<file path="config.mk">
export PLATFORM = sky130hd
export DESIGN_NAME = bldc_six_step_commutator_flat
export DESIGN_NICKNAME = d
export VERILOG_FILES = /design/src/rtl/bldc_pkg.sv /design/src/rtl/bldc_stream_if.sv /design/src/rtl/bldc_six_step_commutator.sv /design/src/rtl/bldc_commute.sv /design/src/flat_wrapper.sv
export VERILOG_INCLUDE_DIRS = /design/src /design/src/rtl
export SDC_FILE = /design/constraint.sdc
export NUM_CORES = 1
export LEC_CHECK = 0
export ABC_AREA = 0
export ABC_CLOCK_PERIOD_IN_PS = 8300
export BUFFER_PORTS_ARGS = -buffer_cell sky130_fd_sc_hd__buf_2
export CORE_ASPECT_RATIO = 0.8
export CORE_MARGIN = 5
export CORE_UTILIZATION = 44
export CTS_CLUSTER_DIAMETER = 30
export DETAILED_ROUTE_END_ITERATION = 16
export PLACE_DENSITY_LB_ADDON = 0.05
export SLEW_MARGIN = 20
export SYNTH_ARGS = -nofsm -noshare
export SYNTH_HDL_FRONTEND = slang
export SYNTH_SLANG_ARGS = --single-unit
export TNS_END_PERCENT = 1
</file>
<file path="constraint.sdc">
create_clock -name clk -period 8.3 [get_ports clk]
set_input_delay 0 -clock clk [delete_from_list [all_inputs] [get_ports clk]]
set_output_delay 0 -clock clk [all_outputs]
set_load 0.05 [all_outputs]
</file>
<file path="src/rtl/assert_macros.svh">
// Assertion macros used by the top level of the six-step commutator.
// Define NO_ASSERTIONS to compile the checks out; no other dependencies.
`ifndef ASSERT_MACROS_SVH
`define ASSERT_MACROS_SVH

`ifndef NO_ASSERTIONS

// check on every rising clk edge, ignored while arst_n is low
`define ASSERT_CLKRST(lbl, prop, msg) \
	lbl: assert property (@(posedge clk) disable iff (!arst_n) prop) else $error(msg);

// check on every rising clk edge, reset included
`define ASSERT_CLK(lbl, prop, msg) \
	lbl: assert property (@(posedge clk) prop) else $error(msg);

`else

`define ASSERT_CLKRST(lbl, prop, msg)
`define ASSERT_CLK(lbl, prop, msg)

`endif

`endif

</file>
<file path="src/rtl/bldc_pkg.sv">
// Shared types and constants of the six-step commutator.
// No dependencies; used by the interface users, bldc_commute and the top level.
`timescale 1ns / 1ps

package bldc_pkg;

	localparam int DUTY_W     = 14;
	localparam int POT_W      = 12;
	localparam int HALL_W     = 3;
	localparam int FUNC_W     = 2;
	localparam int STEP_W     = 8;
	localparam int STATUS_W   = 2;
	localparam int CFG_IDX_W  = 2;
	localparam int CFG_DATA_W = 14;

	// configuration register indexes
	localparam logic [CFG_IDX_W-1:0] CFG_CUTOFF    = 2'd0;
	localparam logic [CFG_IDX_W-1:0] CFG_OC_DROP   = 2'd1;
	localparam logic [CFG_IDX_W-1:0] CFG_RAMP_STEP = 2'd2;
	localparam logic [CFG_IDX_W-1:0] CFG_MAX_DUTY  = 2'd3;

	// configuration reset values
	localparam logic [DUTY_W-1:0] CUTOFF_RST    = 14'd425;
	localparam logic [DUTY_W-1:0] OC_DROP_RST   = 14'd400;
	localparam logic [STEP_W-1:0] RAMP_STEP_RST = 8'd10;
	localparam logic [DUTY_W-1:0] MAX_DUTY_RST  = 14'd8075;

	// hall codes, named after the high-side and low-side phase
	localparam logic [HALL_W-1:0] HALL_AB = 3'd5;
	localparam logic [HALL_W-1:0] HALL_AC = 3'd1;
	localparam logic [HALL_W-1:0] HALL_BC = 3'd3;
	localparam logic [HALL_W-1:0] HALL_BA = 3'd2;
	localparam logic [HALL_W-1:0] HALL_CA = 3'd6;
	localparam logic [HALL_W-1:0] HALL_CB = 3'd4;

	typedef enum logic [FUNC_W-1:0] {
		FUNC_HALL        = 2'd0,
		FUNC_POT         = 2'd1,
		FUNC_OVERCURRENT = 2'd2
	} func_t;

	typedef enum logic [STATUS_W-1:0] {
		ST_DRIVE    = 2'd0,
		ST_LOW_DUTY = 2'd1,
		ST_BAD_HALL = 2'd2
	} status_t;

	typedef struct packed {
		logic [FUNC_W-1:0] func;
		logic [HALL_W-1:0] hall;
		logic [POT_W-1:0]  pot_sample;
	} in_item_t;

	typedef struct packed {
		logic [DUTY_W-1:0]   compare_a;
		logic [DUTY_W-1:0]   compare_b;
		logic [DUTY_W-1:0]   compare_c;
		logic                enable_a;
		logic                enable_b;
		logic                enable_c;
		logic [STATUS_W-1:0] status;
		logic [DUTY_W-1:0]   duty_now;
	} out_item_t;

endpackage

</file>
<file path="src/rtl/bldc_stream_if.sv">
// Valid/ready channel carrying one payload of type T per transfer.
// No dependencies; the payload type comes from the instantiating level.
`timescale 1ns / 1ps

interface bldc_stream_if #(
	parameter type T = logic
);
	logic valid;
	logic ready;
	T     data;

	modport source (output valid, output data, input ready);
	modport sink   (input valid, input data, output ready);
endinterface

</file>
<file path="src/rtl/bldc_six_step_commutator.sv">
// An event passes the input, product, target and result registers before its result is valid on drv.
// Throughput: one event per cycle unless drv stalls; duty and held compares update on each commit.
// Stages: input register, pot x max_duty multiply, reciprocal scale, commutation.
// Reset (arst_n low): pipeline empty, duty and held compares zero, registers at defaults.
// Depends on bldc_pkg, bldc_stream_if, bldc_commute and assert_macros.svh.
`timescale 1ns / 1ps
`include "assert_macros.svh"

module bldc_six_step_commutator
	import bldc_pkg::*;
#(
	parameter int TIMER_PERIOD   = 8499,
	parameter int POT_FULL_SCALE = 4095
) (
	input  logic                  clk,
	input  logic                  arst_n,
	input  logic                  cfg_we,
	input  logic [CFG_IDX_W-1:0]  cfg_index,
	input  logic [CFG_DATA_W-1:0] cfg_data,
	bldc_stream_if.sink           evt,
	bldc_stream_if.source         drv
);

	// division by POT_FULL_SCALE as multiply by rounded-up reciprocal, exact for PROD_W bits
	localparam int PROD_W    = POT_W + DUTY_W;
	localparam int RCP_SHIFT = PROD_W + $clog2(POT_FULL_SCALE);
	localparam int RCP_W     = PROD_W + 1;
	localparam int WIDE_W    = PROD_W + RCP_W;
	localparam int QUO_W     = WIDE_W - RCP_SHIFT;
	localparam int SUM_W     = DUTY_W + 1;
	localparam logic [63:0] RCP_MULT =
		((64'd1 << RCP_SHIFT) + 64'(POT_FULL_SCALE) - 64'd1) / 64'(POT_FULL_SCALE);

	// configuration
	logic [DUTY_W-1:0] cutoff_q;
	logic [DUTY_W-1:0] drop_q;
	logic [STEP_W-1:0] ramp_q;
	logic [DUTY_W-1:0] max_q;

	// pipeline
	logic v_s1, v_s2, v_s3, v_s4;
	logic rdy_s1, rdy_s2, rdy_s3, rdy_s4;
	in_item_t          item_s1;
	logic [FUNC_W-1:0] func_s2, func_s3;
	logic [HALL_W-1:0] hall_s2, hall_s3;
	logic [PROD_W-1:0] prod_s2;
	logic [DUTY_W-1:0] target_s3;
	out_item_t         res_s4;

	// state
	logic [DUTY_W-1:0] duty_q;
	logic [DUTY_W-1:0] held_a_q, held_b_q, held_c_q;

	logic [PROD_W-1:0] pot_mul;
	logic [WIDE_W-1:0] rcp_prod;
	logic [QUO_W-1:0]  quo;
	logic [DUTY_W-1:0] target;
	logic [SUM_W-1:0]  ramp_sum;
	logic [DUTY_W-1:0] duty_nxt;
	logic              commit;
	out_item_t         comm_res;

	always_ff @(posedge clk or negedge arst_n) begin
		if (!arst_n) begin
			cutoff_q <= CUTOFF_RST;
			drop_q   <= OC_DROP_RST;
			ramp_q   <= RAMP_STEP_RST;
			max_q    <= MAX_DUTY_RST;
		end else if (cfg_we) begin
			unique case (cfg_index)
				CFG_CUTOFF:    cutoff_q <= cfg_data;
				CFG_OC_DROP:   drop_q   <= cfg_data;
				CFG_RAMP_STEP: ramp_q   <= cfg_data[STEP_W-1:0];
				CFG_MAX_DUTY:  max_q    <= cfg_data;
			endcase
		end
	end

	// a stage takes new data when it is empty or its content moves on
	assign rdy_s4    = !v_s4 || drv.ready;
	assign rdy_s3    = !v_s3 || rdy_s4;
	assign rdy_s2    = !v_s2 || rdy_s3;
	assign rdy_s1    = !v_s1 || rdy_s2;
	assign evt.ready = rdy_s1;
	assign drv.valid = v_s4;
	assign drv.data  = res_s4;
	assign commit    = v_s3 && rdy_s4;

	always_ff @(posedge clk or negedge arst_n) begin
		if (!arst_n) begin
			v_s1 <= 1'b0;
			v_s2 <= 1'b0;
			v_s3 <= 1'b0;
			v_s4 <= 1'b0;
		end else begin
			if (rdy_s1) v_s1 <= evt.valid;
			if (rdy_s2) v_s2 <= v_s1;
			if (rdy_s3) v_s3 <= v_s2;
			if (rdy_s4) v_s4 <= v_s3;
		end
	end

	assign pot_mul  = PROD_W'(item_s1.pot_sample) * PROD_W'(max_q);
	assign rcp_prod = WIDE_W'(prod_s2) * WIDE_W'(RCP_MULT[RCP_W-1:0]);
	assign quo      = rcp_prod[RCP_SHIFT +: QUO_W];
	assign target   = (32'(quo) > TIMER_PERIOD) ? DUTY_W'(TIMER_PERIOD) : DUTY_W'(quo);

	always_ff @(posedge clk) begin
		if (rdy_s1) item_s1 <= evt.data;
		if (rdy_s2) begin
			func_s2 <= item_s1.func;
			hall_s2 <= item_s1.hall;
			prod_s2 <= pot_mul;
		end
		if (rdy_s3) begin
			func_s3   <= func_s2;
			hall_s3   <= hall_s2;
			target_s3 <= target;
		end
		if (rdy_s4) res_s4 <= comm_res;
	end

	always_comb begin
		ramp_sum = SUM_W'(duty_q) + SUM_W'(ramp_q);
		duty_nxt = duty_q;
		case (func_s3)
			FUNC_POT: begin
				// ramp up by the full step, capped at the timer period, or jump straight down to the target
				if (duty_q < target_s3) begin
					duty_nxt = (ramp_sum > SUM_W'(TIMER_PERIOD)) ? DUTY_W'(TIMER_PERIOD)
						: ramp_sum[DUTY_W-1:0];
				end else begin
					duty_nxt = target_s3;
				end
			end
			FUNC_OVERCURRENT: begin
				duty_nxt = (duty_q > drop_q) ? duty_q - drop_q : '0;
			end
			default: ;
		endcase
	end

	bldc_commute u_commute (
		.duty   (duty_nxt),
		.cutoff (cutoff_q),
		.hall   (hall_s3),
		.held_a (held_a_q),
		.held_b (held_b_q),
		.held_c (held_c_q),
		.res    (comm_res)
	);

	always_ff @(posedge clk or negedge arst_n) begin
		if (!arst_n) begin
			duty_q   <= '0;
			held_a_q <= '0;
			held_b_q <= '0;
			held_c_q <= '0;
		end else if (commit) begin
			duty_q   <= duty_nxt;
			held_a_q <= comm_res.compare_a;
			held_b_q <= comm_res.compare_b;
			held_c_q <= comm_res.compare_c;
		end
	end

	`ASSERT_CLK(a_duty_range, duty_q <= DUTY_W'(TIMER_PERIOD), "duty above timer period")
	`ASSERT_CLKRST(a_off_no_enable, (drv.valid && drv.data.status != ST_DRIVE) |-> !(drv.data.enable_a || drv.data.enable_b || drv.data.enable_c), "driver enabled while off")
	`ASSERT_CLKRST(a_drive_two_phases, (drv.valid && drv.data.status == ST_DRIVE) |-> ((drv.data.enable_a + drv.data.enable_b + drv.data.enable_c) == 2'd2), "driving result without two enables")
	`ASSERT_CLKRST(a_state_hold, !commit |=> ($stable(duty_q) && $stable(held_a_q) && $stable(held_b_q) && $stable(held_c_q)), "state changed without a commit")

endmodule

</file>
<file path="src/rtl/bldc_commute.sv">
// Six-step commutation decode: compares, enables and status from duty and hall code.
// Depends on bldc_pkg.
`timescale 1ns / 1ps

module bldc_commute
	import bldc_pkg::*;
(
	input  logic [DUTY_W-1:0] duty,
	input  logic [DUTY_W-1:0] cutoff,
	input  logic [HALL_W-1:0] hall,
	input  logic [DUTY_W-1:0] held_a,
	input  logic [DUTY_W-1:0] held_b,
	input  logic [DUTY_W-1:0] held_c,
	output out_item_t         res
);

	always_comb begin
		res           = '0;
		res.duty_now  = duty;
		res.status    = ST_DRIVE;
		// the phase left floating keeps its previous compare
		res.compare_a = held_a;
		res.compare_b = held_b;
		res.compare_c = held_c;
		if (duty < cutoff) begin
			res.compare_a = '0;
			res.compare_b = '0;
			res.compare_c = '0;
			res.status    = ST_LOW_DUTY;
		end else begin
			unique case (hall)
				HALL_AB: begin
					res.compare_a = duty;
					res.compare_b = '0;
					res.enable_a  = 1'b1;
					res.enable_b  = 1'b1;
				end
				HALL_AC: begin
					res.compare_a = duty;
					res.compare_c = '0;
					res.enable_a  = 1'b1;
					res.enable_c  = 1'b1;
				end
				HALL_BC: begin
					res.compare_b = duty;
					res.compare_c = '0;
					res.enable_b  = 1'b1;
					res.enable_c  = 1'b1;
				end
				HALL_BA: begin
					res.compare_b = duty;
					res.compare_a = '0;
					res.enable_a  = 1'b1;
					res.enable_b  = 1'b1;
				end
				HALL_CA: begin
					res.compare_c = duty;
					res.compare_a = '0;
					res.enable_a  = 1'b1;
					res.enable_c  = 1'b1;
				end
				HALL_CB: begin
					res.compare_c = duty;
					res.compare_b = '0;
					res.enable_b  = 1'b1;
					res.enable_c  = 1'b1;
				end
				default: begin
					res.compare_a = '0;
					res.compare_b = '0;
					res.compare_c = '0;
					res.status    = ST_BAD_HALL;
				end
			endcase
		end
	end

endmodule

</file>
<file path="src/flat_wrapper.sv">
// flat-port wrapper written by rule: the top's interface ports become plain ports
module bldc_six_step_commutator_flat import bldc_pkg::*;
#(
	parameter int TIMER_PERIOD   = 8499,
	parameter int POT_FULL_SCALE = 4095
)
  (clk, arst_n, cfg_we, cfg_index, cfg_data, evt_valid, evt_data, evt_ready, drv_valid, drv_data, drv_ready);
  bldc_stream_if #(.T(in_item_t)) evt_i ();
  bldc_stream_if #(.T(out_item_t)) drv_i ();
  input  logic clk;
  input  logic arst_n;
  input  logic cfg_we;
  input  logic [CFG_IDX_W-1:0] cfg_index;
  input  logic [CFG_DATA_W-1:0] cfg_data;
  input wire logic [$bits(evt_i.valid)-1:0] evt_valid;
  input wire logic [$bits(evt_i.data)-1:0] evt_data;
  output wire logic [$bits(evt_i.ready)-1:0] evt_ready;
  output wire logic [$bits(drv_i.valid)-1:0] drv_valid;
  output wire logic [$bits(drv_i.data)-1:0] drv_data;
  input wire logic [$bits(drv_i.ready)-1:0] drv_ready;
  assign evt_i.valid = evt_valid;
  assign evt_i.data = evt_data;
  assign evt_ready = evt_i.ready;
  assign drv_valid = drv_i.valid;
  assign drv_data = drv_i.data;
  assign drv_i.ready = drv_ready;
  bldc_six_step_commutator #(.TIMER_PERIOD(TIMER_PERIOD), .POT_FULL_SCALE(POT_FULL_SCALE)) u_core (.clk(clk), .arst_n(arst_n), .cfg_we(cfg_we), .cfg_index(cfg_index), .cfg_data(cfg_data), .evt(evt_i), .drv(drv_i));
endmodule
</file>
==> results of run 1 <==
-- cell type report --
type                            count  area [sq um]
Fill cell                        3951         20900
Multi-Input combinational cell   1340         11900
Sequential cell                   238          6620
Clock buffer                       59          1380
Timing Repair Buffer              181          1260
Inverter                          230           863
Tap cell                          603           754
Clock inverter                     42           559
Antenna cell                        2          5.00
-- synth_stat cells, types with 13 or more instances --
library cell               instances  share of area [%]
sky130_fd_sc_hd__a211oi_1         13               0.50
sky130_fd_sc_hd__a21o_1           22               0.84
sky130_fd_sc_hd__a21oi_1          59                1.5
sky130_fd_sc_hd__a22o_1           44                2.0
sky130_fd_sc_hd__a22oi_1          39                1.5
sky130_fd_sc_hd__a31oi_1          14               0.45
sky130_fd_sc_hd__and2_1           58                1.8
sky130_fd_sc_hd__clkbuf_1         50               0.95
sky130_fd_sc_hd__dfrtp_1          91                 12
sky130_fd_sc_hd__dfstp_2          19                2.5
sky130_fd_sc_hd__edfxtp_1        128                 20
sky130_fd_sc_hd__fa_1            138                 14
sky130_fd_sc_hd__ha_1            283                 18
sky130_fd_sc_hd__inv_1           229                4.4
sky130_fd_sc_hd__mux2_2           39                2.2
sky130_fd_sc_hd__nand2_1         207                3.9
sky130_fd_sc_hd__nand2b_1         13               0.41
sky130_fd_sc_hd__nand3_1          22               0.56
sky130_fd_sc_hd__nor2_1           89                1.7
sky130_fd_sc_hd__nor2b_1          13               0.41
sky130_fd_sc_hd__nor3_1           26               0.66
sky130_fd_sc_hd__o21ai_0          56                1.4
sky130_fd_sc_hd__xnor2_1          29                1.3
sky130_fd_sc_hd__xor2_1           16               0.71
-- logic make-up after synthesis --
logic type | count (synthesis) | synth area share, %
AO/OA/AOI/OAI | 345 | 12.5
XOR/XNOR | 45 | 2.00
adder cells (fa/ha/maj) | 421 | 32.0
buffers and inverters | 295 | 5.74
flip-flops | 238 | 33.7
multiplexers | 43 | 2.46
AND/OR/NAND/NOR | 486 | 11.6
-- through the flow --
stage / std cells / setup slack, ns
after floorplan: 1873 / 2.10
after global placement: 2531 / 1.90
after detailed placement: 2531 / 1.73
after CTS: 2693 / 1.73
after global routing: 2695 / 1.20
final: 2695 / 1.70
-- cell usage in the layout, fill, tap and decap left out, types with 10 or more instances in the layout --
| cell | n |
|---|---|
| sky130_fd_sc_hd__clkinvlp_4 | 10 |
| sky130_fd_sc_hd__a211oi_1 | 13 |
| sky130_fd_sc_hd__nand2b_1 | 13 |
| sky130_fd_sc_hd__dlygate4sd3_1 | 61 |
| sky130_fd_sc_hd__nor2b_1 | 13 |
| sky130_fd_sc_hd__nand2_1 | 207 |
| sky130_fd_sc_hd__and2_1 | 58 |
| sky130_fd_sc_hd__dfrtp_1 | 91 |
| sky130_fd_sc_hd__ha_1 | 283 |
| sky130_fd_sc_hd__inv_1 | 228 |
| sky130_fd_sc_hd__nor2_1 | 88 |
| sky130_fd_sc_hd__buf_2 | 99 |
| sky130_fd_sc_hd__a21oi_1 | 59 |
| sky130_fd_sc_hd__nor3_1 | 26 |
| sky130_fd_sc_hd__xnor2_1 | 29 |
| sky130_fd_sc_hd__dfstp_2 | 19 |
| sky130_fd_sc_hd__o21ai_0 | 56 |
| sky130_fd_sc_hd__buf_4 | 21 |
| sky130_fd_sc_hd__and3_1 | 10 |
| sky130_fd_sc_hd__a31oi_1 | 14 |
| sky130_fd_sc_hd__a22o_1 | 44 |
| sky130_fd_sc_hd__nand4_1 | 10 |
| sky130_fd_sc_hd__nand3_1 | 22 |
| sky130_fd_sc_hd__clkbuf_16 | 54 |
| sky130_fd_sc_hd__xor2_1 | 16 |
| sky130_fd_sc_hd__a21o_1 | 22 |
| sky130_fd_sc_hd__a22oi_1 | 39 |
| sky130_fd_sc_hd__fa_1 | 138 |
| sky130_fd_sc_hd__mux2_2 | 39 |
| sky130_fd_sc_hd__edfxtp_1 | 128 |
-- flip-flops by register name, indices dropped and copies added (netlist names), 3 cells and up --
name              cells
u_core.held_c_q      14
u_core.ramp_q         8
u_core.target_s3     14
u_core.prod_s2       26
u_core.hall_s3        3
u_core.item_s1       17
u_core.duty_q        14
u_core.drop_q        14
u_core.held_a_q      14
u_core.max_q         14
u_core.hall_s2        3
u_core.cutoff_q      14
u_core.drv.data      61
u_core.held_b_q      14
-- worst min-delay path by stage --
stage                       from                   to  slack [ns]  cells past startpoint
floorplan                 arst_n  u_core.cutoff_q[10]       -0.30                      0
global placement          arst_n  u_core.held_c_q[10]        0.08                      1
detailed placement        arst_n  u_core.held_c_q[10]        0.07                      1
CTS                 cfg_index[0]   u_core.cutoff_q[0]        0.03                      4
global route        cfg_index[0]   u_core.cutoff_q[0]        0.07                      4
finish              cfg_index[0]   u_core.cutoff_q[0]        0.05                      4
-- timing repair --
item                                   in CTS  in global routing
setup buffers                               0                  0
endpoints found under the hold margin     116                  0
hold buffers                               61                  0
-- worst max-delay path: stages, from the launching register on --
cell	delay, ns
sky130_fd_sc_hd__dfrtp_1	0.40
sky130_fd_sc_hd__inv_1	0.10
sky130_fd_sc_hd__ha_1	0.17
sky130_fd_sc_hd__inv_1	0.05
sky130_fd_sc_hd__fa_1	0.42
sky130_fd_sc_hd__a211oi_1	0.32
sky130_fd_sc_hd__o211a_1	0.25
sky130_fd_sc_hd__nor3_1	0.09
sky130_fd_sc_hd__o41ai_1	0.48
sky130_fd_sc_hd__o31ai_1	0.31
sky130_fd_sc_hd__and2_0	0.34
sky130_fd_sc_hd__a221o_1	0.34
sky130_fd_sc_hd__buf_4	0.21
sky130_fd_sc_hd__ha_1	0.31
sky130_fd_sc_hd__a21o_1	0.16
sky130_fd_sc_hd__a21o_1	0.17
sky130_fd_sc_hd__a21o_1	0.17
sky130_fd_sc_hd__a211oi_1	0.23
sky130_fd_sc_hd__o21ai_0	0.18
sky130_fd_sc_hd__and2_1	0.18
sky130_fd_sc_hd__a31oi_2	0.63
sky130_fd_sc_hd__o21ai_1	0.56
sky130_fd_sc_hd__a22o_1	0.40
-- metal layers --
layer,up-vias,wire (um)
met5,-,0
met4,0,817
met3,66,3610
met2,363,22000
met1,7279,27400
li1,6905,-
==> flow_summary.toml, run 1 <==
[sta]
unrepaired_setup_endpoints_after_global_routing = "false"
fin_setup_tns_ns = 0
clock-skew-final_ns = 0.0645
finalCriticalPeriod_ns = 6.60
final_hold_viol_count = 0
fin_hold_ws_ns = 0.0549
report.final.setup_viol = 0
timing.max_slew.rel_slack_pct = 22.9
final_max_slew_viol_count = 0
worst_pin_slew_ns = 1.15
fmax_mhz = 152
finalCritPeriodShare_pct = 79.5

[floorplan]
die_area_sq_um = 49100
dieHeight_um = 199
core_footprint_sq_um = 44300
die-width_um = 246
placement_rows = 69
start_util_pct = 44.4
ioPinCount = 101

[min_path]
hp-class = "input pin to register"

[critical_path]
worstPathRequired_ns = 8.76
reg2reg_depth = 22
critical_path.max_fanout = 14
critPathCapture = "u_core.held_c_q[3]"
cp-end-kind = "register"
regToRegSetupSlack_ns = 1.70
cp-start-kind = "register"
timing.setup.critical_path_class = "register to register"
regToRegStartpoint = "u_core.duty_q[0]"
worst_r2r_endpoint = "u_core.held_c_q[3]"
crit_path_start = "u_core.duty_q[0]"
crit_arrival_ns = 7.06

[routing]
wl_per_cell_um = 19.9
route.detailed.vias_per_inst = 5.42
routed-via-count = 14613
antenna_left = 0
routed_wl_mm = 53.8
drc_violation_total_after_the_first_tritonroute_iteration = 1137
remaining_drc_errors = 0
drtPass1Iterations = 7

[clocking]
clk-insertion-delay-late_ns = 0.61
ctsLongestPathBuffers = 3
clk_transition_reported_paths_ns = 0.05
tritoncts = "built"
cts_made_buffers = 54
cts-htree-levels = 2
clockRootBuffer = "sky130_fd_sc_hd__clkbuf_16"
postCtsResizedCells = 0
clkSinkCount = 238

[synth]
synthesized_area_per_cell_sq_um = 10.5
syn-num-nets = 2332
ys_ff_latch = 238
synth-edff-count = 128
synth.cell_area_sq_um = 19700
proportion_of_synthesized_flip_flops_having_asynchronous_set_or_reset_pct = 46.2
synth.yosys.warnings = 0
synthCells = 1873
synth_sequential_area_ratio_pct = 33.7
ys.flop_type = "sky130_fd_sc_hd__edfxtp_1"
synth_cell_type_count = 81

[cells_and_area]
drive_gt1_share_pct = 14.4
final_util_pct = 52.8
final_nets = 2504
fin_area_sq_um = 23400
areaGrowthSynthToFinish_pct = 18.9

[grt]
maximum_number_of_pins_on_one_net_before_global_route_repair = 64
antenna_found_initial = 3
first_global_vias = 14845
gr_overflow_total = 0
grt.met1_usage_pct = 34.7
grt_pass1_wl_mm = 84.8
use_met2_pct = 31.6
groute.layer.met3.usage_pct = 4.65
track_usage_pct = 22.1
grt.busiest_layer = "met1"

[run]
timing.max_cap.violations = 0

[place]
port_buffers = 100
dp_hpwl_mm = 40.7
finalWeightedCongestion = 0.880
placement.cell_area_sq_um = 20800

[outcome]
outcome = "finished, final reports clean"
Power of run 1 is not shown: default switching activity piles up to over one toggle a cycle in this logic, so the estimate is an artifact.
==> run 2: changes to the inputs <==
--- a/config.mk
+++ b/config.mk
@@ -7,7 +7,7 @@
 export NUM_CORES = 1
 export LEC_CHECK = 0
 export ABC_AREA = 0
-export ABC_CLOCK_PERIOD_IN_PS = 8300
+export ABC_CLOCK_PERIOD_IN_PS = 6600
 export BUFFER_PORTS_ARGS = -buffer_cell sky130_fd_sc_hd__buf_2
 export CORE_ASPECT_RATIO = 0.8
 export CORE_MARGIN = 5
==> constraint.sdc (replaced) <==
create_clock -name clk -period 6.6 [get_ports clk]
set_input_delay 0 -clock clk [delete_from_list [all_inputs] [get_ports clk]]
set_output_delay 0 -clock clk [all_outputs]
set_load 0.05 [all_outputs]
==> run 2 against run 1 <==
  * Global-route usage up 0.26 points
  * Routed wire length rose by 1.2%
  * Highest routed layer unchanged
  * Cell area decreased by 0.27%
  * Largest cell class unchanged
  * Clock skew down 0.049 ns
  * Cell count is 0.45% higher
  * Flip-flop and latch count stayed put
  * Utilization down 0.14 points
  * Sequential share of layout area is 0.076 points higher
  * Count of clock-buffer cells in the layout is the same
  * Non-clock buffer count rose by 23
==> flow_summary.toml, run 2 (synthesized netlist as in run 1, its figures left out) <==
[cells_and_area]
commonest_cells_after_routing_fill_and_taps_aside = "sky130_fd_sc_hd__ha_1 (283), sky130_fd_sc_hd__inv_1 (228), sky130_fd_sc_hd__nand2_1 (207), sky130_fd_sc_hd__fa_1 (138), sky130_fd_sc_hd__edfxtp_1 (128)"
mostFrequentLayoutCell = "sky130_fd_sc_hd__ha_1"
drive_gt1_share_pct = 15.7
final_nets = 2522
largest_register_ff_count = 61
areaGrowthSynthToFinish_pct = 18.5
antenna_cells = 0

[critical_path]
cp-end-kind = "register"
worst_r2r_endpoint = "u_core.prod_s2[25]"
reg2reg_depth = 20
crit_arrival_ns = 6.69
critPathMostFrequentCell = "sky130_fd_sc_hd__fa_1"
worstPathRequired_ns = 6.99
regToRegSetupSlack_ns = 0.30
critical-path-max-stage-delay_ns = 0.64
crit_path_start = "u_core.item_s1[6]"
critical_path.max_fanout = 14
cp_top_family = "adder cells"
worstPathBufferInverterCount = 3
crit_slowest_cell = "sky130_fd_sc_hd__edfxtp_1"
cp-start-kind = "register"
regToRegStartpoint = "u_core.item_s1[6]"
crit_chain = "nand2_1, fa_1, fa_1, inv_1, fa_1, inv_1, fa_1, inv_1, fa_1, ha_1, or2_2, a21oi_1, nor2_1, a21oi_1, o211a_1, a2111oi_0, a211o_1, or4_1, a2111o_1, o211ai_1"
timing.setup.critical_path_class = "register to register"

[grt]
maximum_number_of_pins_on_one_net_before_global_route_repair = 79
first_global_vias = 14660
grt_pass1_wl_mm = 84.8
gr_overflow_total = 0
antenna_found_initial = 1
track_usage_pct = 22.4

[sta]
fmax_mhz = 159
timing.max_slew.rel_slack_pct = 29.0
fin_setup_tns_ns = 0
fin_hold_ws_ns = 0.138
report.final.setup_viol = 0
finalCritPeriodShare_pct = 95.4
finalCriticalPeriod_ns = 6.30
unrepaired_setup_endpoints_after_global_routing = "false"
smallest_setup_slack_after_layout_ns = 0.303
final_max_slew_viol_count = 0
worst_pin_slew_ns = 1.06
clock-skew-final_ns = 0.0158
final_hold_viol_count = 0

[clocking]
tritoncts = "built"
clockRootBuffer = "sky130_fd_sc_hd__clkbuf_16"
postCtsResizedCells = 0
ctsLongestPathBuffers = 3
clk_transition_reported_paths_ns = 0.04
cts_made_buffers = 49
clkSinkCount = 238
cts-htree-levels = 2
clk-insertion-delay-late_ns = 0.57

[floorplan]
placement_rows = 69
core_footprint_sq_um = 44300
ioPinCount = 101
die-width_um = 246
start_util_pct = 44.4
dieHeight_um = 199
die_area_sq_um = 49100

[routing]
antenna_left = 0
routed_wl_mm = 54.4
remaining_drc_errors = 0
drtPass1Iterations = 5
route.detailed.vias_per_inst = 5.38
drc_violation_total_after_the_first_tritonroute_iteration = 924
wl_per_cell_um = 20.1
routed-via-count = 14564

[min_path]
hp-class = "input pin to register"
holdPathEnd = "u_core.item_s1[9]"
hp-start = "evt_data[9]"
timing.hold.worst_path_depth = 2

[run]
timing.max_cap.violations = 0

[place]
finalWeightedCongestion = 0.873
dp_hpwl_mm = 42.6
dp_slack_ns = 0.348
port_buffers = 100

[outcome]
outcome = "finished, final reports clean"
-- run 2: cell count changes in the layout (fill, tap and decap cells not counted), sizes merged --
cell | before | now
clkinv | 21 | 13
bufinv | 9 | 5
diode | 2 | 0
buf | 120 | 157
dlygate4sd3 | 61 | 47
inv | 232 | 240
clkinvlp | 10 | 5
-- run 2: what timing repair did --
| item | CTS | global route |
|---|---|---|
| endpoints found under the hold margin | 100 | 0 |
| setup endpoints to repair | 0 | 1 |
| hold buffers | 48 | 0 |
| buffers inserted | 0 | 3 |
-- run 2: final cells by class --
type	instances	area [sq um]
flip-flops and latches	238	6620
multi-input cells	1340	11900
clock inverters	33	373
repair buffers	204	1420
fillers	3972	21000
well taps	603	754
inverters	230	863
clock buffers	59	1360
-- run 2: worst max path at each step --
| stage | to | slack, ns | depth (start not counted) |
|---|---|---|---|
| 2_1_floorplan | u_core.prod_s2[25] | 0.40 | 21 |
| 3_3_place_gp | u_core.prod_s2[25] | 0.35 | 20 |
| 3_5_place_dp | u_core.prod_s2[25] | 0.35 | 20 |
| 4_1_cts | u_core.prod_s2[25] | 0.29 | 20 |
| 5_1_grt | u_core.prod_s2[25] | 0.006 | 20 |
| 6_report | u_core.prod_s2[25] | 0.30 | 20 |
-- run 2: through the flow --
step / cells / instance area (sq um) / util (%)
floorplan: 1873 / 19700 / -
detailed placement: 2564 / 21100 / 47.6
CTS: 2704 / 23300 / 52.6
global route: 2707 / 23300 / 52.7
global placement: 2564 / 21100 / 47.6
finish: 2707 / 23300 / 52.7
-- run 2: metal layers --
metal | track usage, % | routed length (um) | vias up
li1 | - | - | 6952
met1 | 35.5 | 27400 | 7149
met2 | 31.3 | 22200 | 417
met3 | 5.24 | 4070 | 46
met4 | 4.34 | 660 | 0
met5 | 0 | 0 | -
Power of run 2 is left out for the same reason.
==> run 3: changes to the inputs <==
--- a/config.mk
+++ b/config.mk
@@ -7,16 +7,18 @@
 export NUM_CORES = 1
 export LEC_CHECK = 0
 export ABC_AREA = 0
-export ABC_CLOCK_PERIOD_IN_PS = 6600
+export ABC_CLOCK_PERIOD_IN_PS = 7300
 export BUFFER_PORTS_ARGS = -buffer_cell sky130_fd_sc_hd__buf_2
 export CORE_ASPECT_RATIO = 0.8
 export CORE_MARGIN = 5
 export CORE_UTILIZATION = 44
+export CTS_BUF_LIST = sky130_fd_sc_hd__clkbuf_16
 export CTS_CLUSTER_DIAMETER = 30
 export DETAILED_ROUTE_END_ITERATION = 16
 export PLACE_DENSITY_LB_ADDON = 0.05
 export SLEW_MARGIN = 20
 export SYNTH_ARGS = -nofsm -noshare
 export SYNTH_HDL_FRONTEND = slang
+export SYNTH_HIERARCHICAL = 1
 export SYNTH_SLANG_ARGS = --single-unit
 export TNS_END_PERCENT = 1
==> constraint.sdc (replaced) <==
create_clock -name clk -period 7.3 [get_ports clk]
set_input_delay 0 -clock clk [delete_from_list [all_inputs] [get_ports clk]]
set_output_delay 0 -clock clk [all_outputs]
set_load 0.05 [all_outputs]
==> run 3 against run 2 <==
  * Count of clock-buffer cells in the layout decreased by 7
  * Synthesized cell count increased by 1.4%
  * First-iteration DRC count increased by 11%
  * Sequential share of layout area decreased by 0.10 points
  * Flip-flop and latch count unchanged
  * Cell area increased by 0.36%
  * Die area increased by 2.6%
  * Utilization decreased by 1.3 points
  * Critical path type unchanged
  * Critical endpoint is now u_core/held_c_q[9]
  * Largest cell class unchanged
==> flow_summary.toml, run 3 <==
[routing]
routed-via-count = 14475
drc_violation_total_after_the_first_tritonroute_iteration = 1022
route.detailed.vias_per_inst = 5.39
antenna_left = 0
routed_wl_mm = 53.7
remaining_drc_errors = 0
wl_per_cell_um = 20.0
drtPass1Iterations = 5

[cells_and_area]
final_cell_count_no_fill = 2685
drive_gt1_share_pct = 16.7
commonest_cells_after_routing_fill_and_taps_aside = "sky130_fd_sc_hd__ha_1 (283), sky130_fd_sc_hd__inv_1 (232), sky130_fd_sc_hd__nand2_1 (188), sky130_fd_sc_hd__fa_1 (138), sky130_fd_sc_hd__edfxtp_1 (128)"
multi_input_comb_area_sq_um = 12400
fill_cells = 4174
antenna_cells = 0
final_nets = 2489
mostFrequentLayoutCell = "sky130_fd_sc_hd__ha_1"
largest_register_ff_count = 61
sequential_cell_area_sq_um = 6620
areaGrowthSynthToFinish_pct = 15.9

[synth]
post-synth-top-area-fraction_pct = 19.0
yosys-top-cells-count = "sky130_fd_sc_hd__ha_1 (283), sky130_fd_sc_hd__inv_1 (227), sky130_fd_sc_hd__nand2_1 (189), sky130_fd_sc_hd__fa_1 (138), sky130_fd_sc_hd__edfxtp_1 (128)"
post-synth-top-area-cell = "sky130_fd_sc_hd__edfxtp_1"
synth.cell_area_sq_um = 20200
synth.yosys.warnings = 6
ys.flop_type = "sky130_fd_sc_hd__edfxtp_1"
proportion_of_synthesized_flip_flops_having_asynchronous_set_or_reset_pct = 46.2
synthCells = 1899
synthesized_area_per_cell_sq_um = 10.6
synth_top_cells_by_area = "sky130_fd_sc_hd__edfxtp_1 (19%), sky130_fd_sc_hd__ha_1 (18%), sky130_fd_sc_hd__fa_1 (14%)"
synth-edff-count = 128
synth_sequential_area_ratio_pct = 32.8
yosysMostFrequentCell = "sky130_fd_sc_hd__ha_1"
ys_ff_latch = 238
syn-num-nets = 2358
synth_cell_type_count = 75

[critical_path]
critical-path-max-stage-delay_ns = 0.60
crit_slowest_cell = "sky130_fd_sc_hd__o311ai_2"
timing.setup.critical_path_class = "register to register"
critical_path.max_fanout = 47
worstPathRequired_ns = 7.75
cp-end-kind = "register"
crit_chain = "ha_1, fa_1, a21o_1, a211o_1, a21o_1, o311a_4, or4_1, a311oi_2, and4_4, o311ai_4, o311ai_2, ha_1, a21oi_1, o221ai_1, a211oi_4, buf_4, nor2_1, mux2_2"
crit_arrival_ns = 6.67
cp-start-kind = "register"

[sta]
clock-skew-final_ns = 0.0583
finalCritPeriodShare_pct = 85.1
report.final.setup_viol = 0
final_hold_viol_count = 0
timing.max_slew.rel_slack_pct = 31.7
unrepaired_setup_endpoints_after_global_routing = "false"
fmax_mhz = 161
fin_setup_tns_ns = 0
final_max_slew_viol_count = 0
finalCriticalPeriod_ns = 6.22
worst_pin_slew_ns = 1.02

[floorplan]
core_footprint_sq_um = 45500
die-width_um = 250
dieHeight_um = 202
placement_rows = 70
die_area_sq_um = 50300
start_util_pct = 44.3
ioPinCount = 101

[clocking]
ctsLongestPathBuffers = 3
number_of_buffers_inserted_to_repair_setup_after_cts = 0
clkSinkCount = 238
tritoncts = "built"
cts_made_buffers = 51
cts-htree-levels = 2
holdBufCountCts = 36
clockRootBuffer = "sky130_fd_sc_hd__clkbuf_16"
clk-insertion-delay-late_ns = 0.61
clk_transition_reported_paths_ns = 0.05
postCtsResizedCells = 0

[grt]
antenna_found_initial = 1
grt_pass1_wl_mm = 86.2
first_global_vias = 14726
gr_overflow_total = 0
track_usage_pct = 21.5
maximum_number_of_pins_on_one_net_before_global_route_repair = 65

[place]
port_buffers = 100
finalWeightedCongestion = 0.839
dp_hpwl_mm = 41.0
numPlacedInstances = 2553

[outcome]
outcome = "finished, final reports clean"

[min_path]
hp-class = "input pin to async pin"

[run]
timing.max_cap.violations = 0
## run 3: changes by cell type after synthesis, moves of 7 or more
cell,delta
sky130_fd_sc_hd__a221o_1,-8
sky130_fd_sc_hd__a22o_1,-30
sky130_fd_sc_hd__a22oi_1,-7
sky130_fd_sc_hd__and2_1,+12
sky130_fd_sc_hd__buf_4,+15
sky130_fd_sc_hd__mux2_2,+69
sky130_fd_sc_hd__nand2_1,-18
sky130_fd_sc_hd__nand3_1,+7
sky130_fd_sc_hd__nor2_1,+21
sky130_fd_sc_hd__o21ai_0,-21
sky130_fd_sc_hd__o31ai_1,+9
## run 3: layer usage
layer	wire, um	GRT usage (%)
met1	27900	34.3
met2	21600	29.7
met3	3290	4.76
met4	908	4.68
met5	0	0
## run 3: final timing paths
kind | slack, ns | endpoint | cells past startpoint | from
worst max-delay path | 1.08 | u_core/held_c_q[9] | 18 | u_core/duty_q[0]
max in group asynchronous | 5.94 | u_core/duty_q[5] | 3 | arst_n
worst max register to register | 1.08 | u_core/held_c_q[9] | 18 | u_core/duty_q[0]
min in group clk | 0.11 | u_core/item_s1[7] | 2 | evt_data[7]
worst min register to register | 0.42 | u_core/hall_s2[1] | 0 | u_core/item_s1[13]
worst min-delay path | 0.04 | u_core/drv.valid | 2 | arst_n
## run 3: layout make-up
cell class,count,area share (%)
Clock buffer,52,5.56
Clock inverter,44,2.18
Inverter,227,3.64
Multi-Input combinational cell,1363,53.0
Sequential cell,238,28.3
Tap cell,612,3.27
Timing Repair Buffer,149,4.11
## run 3: cell families after synthesis
kind of cell / synth area share [%]
and+or+nand+nor: 11.4
AOI/OAI and AO/OA: 10.4
buffers and inverters: 5.97
muxes: 6.22
xor gates and xnor gates: 2.04
adders and majority gates: 31.2
DFF: 32.8
## run 3: critical path, delay by kind of cell, from the launching register on
family	cells	cell delay, ns
muxes	1	0.29
adders and majority gates	3	1.00
and+or+nand+nor	3	0.88
buffers and inverters	1	0.51
DFF	1	0.42
AOI/OAI and AO/OA	10	2.93
## run 3: per-stage QoR
| stage | area (sq um) | utilization, % | hold WS (ns) | setup slack, ns |
|---|---|---|---|---|
| floorplan | 20200 | - | -0.296 | 1.87 |
| detailed placement | 21200 | 46.6 | 0.114 | 1.17 |
| global route | 23400 | 51.4 | 0.0987 | 0.765 |
| finish | 23400 | 51.4 | 0.0405 | 1.08 |
| global placement | 21200 | 46.6 | 0.126 | 1.29 |
| CTS | 23400 | 51.4 | 0.0315 | 1.11 |
Power of run 3 is left out for the same reason.
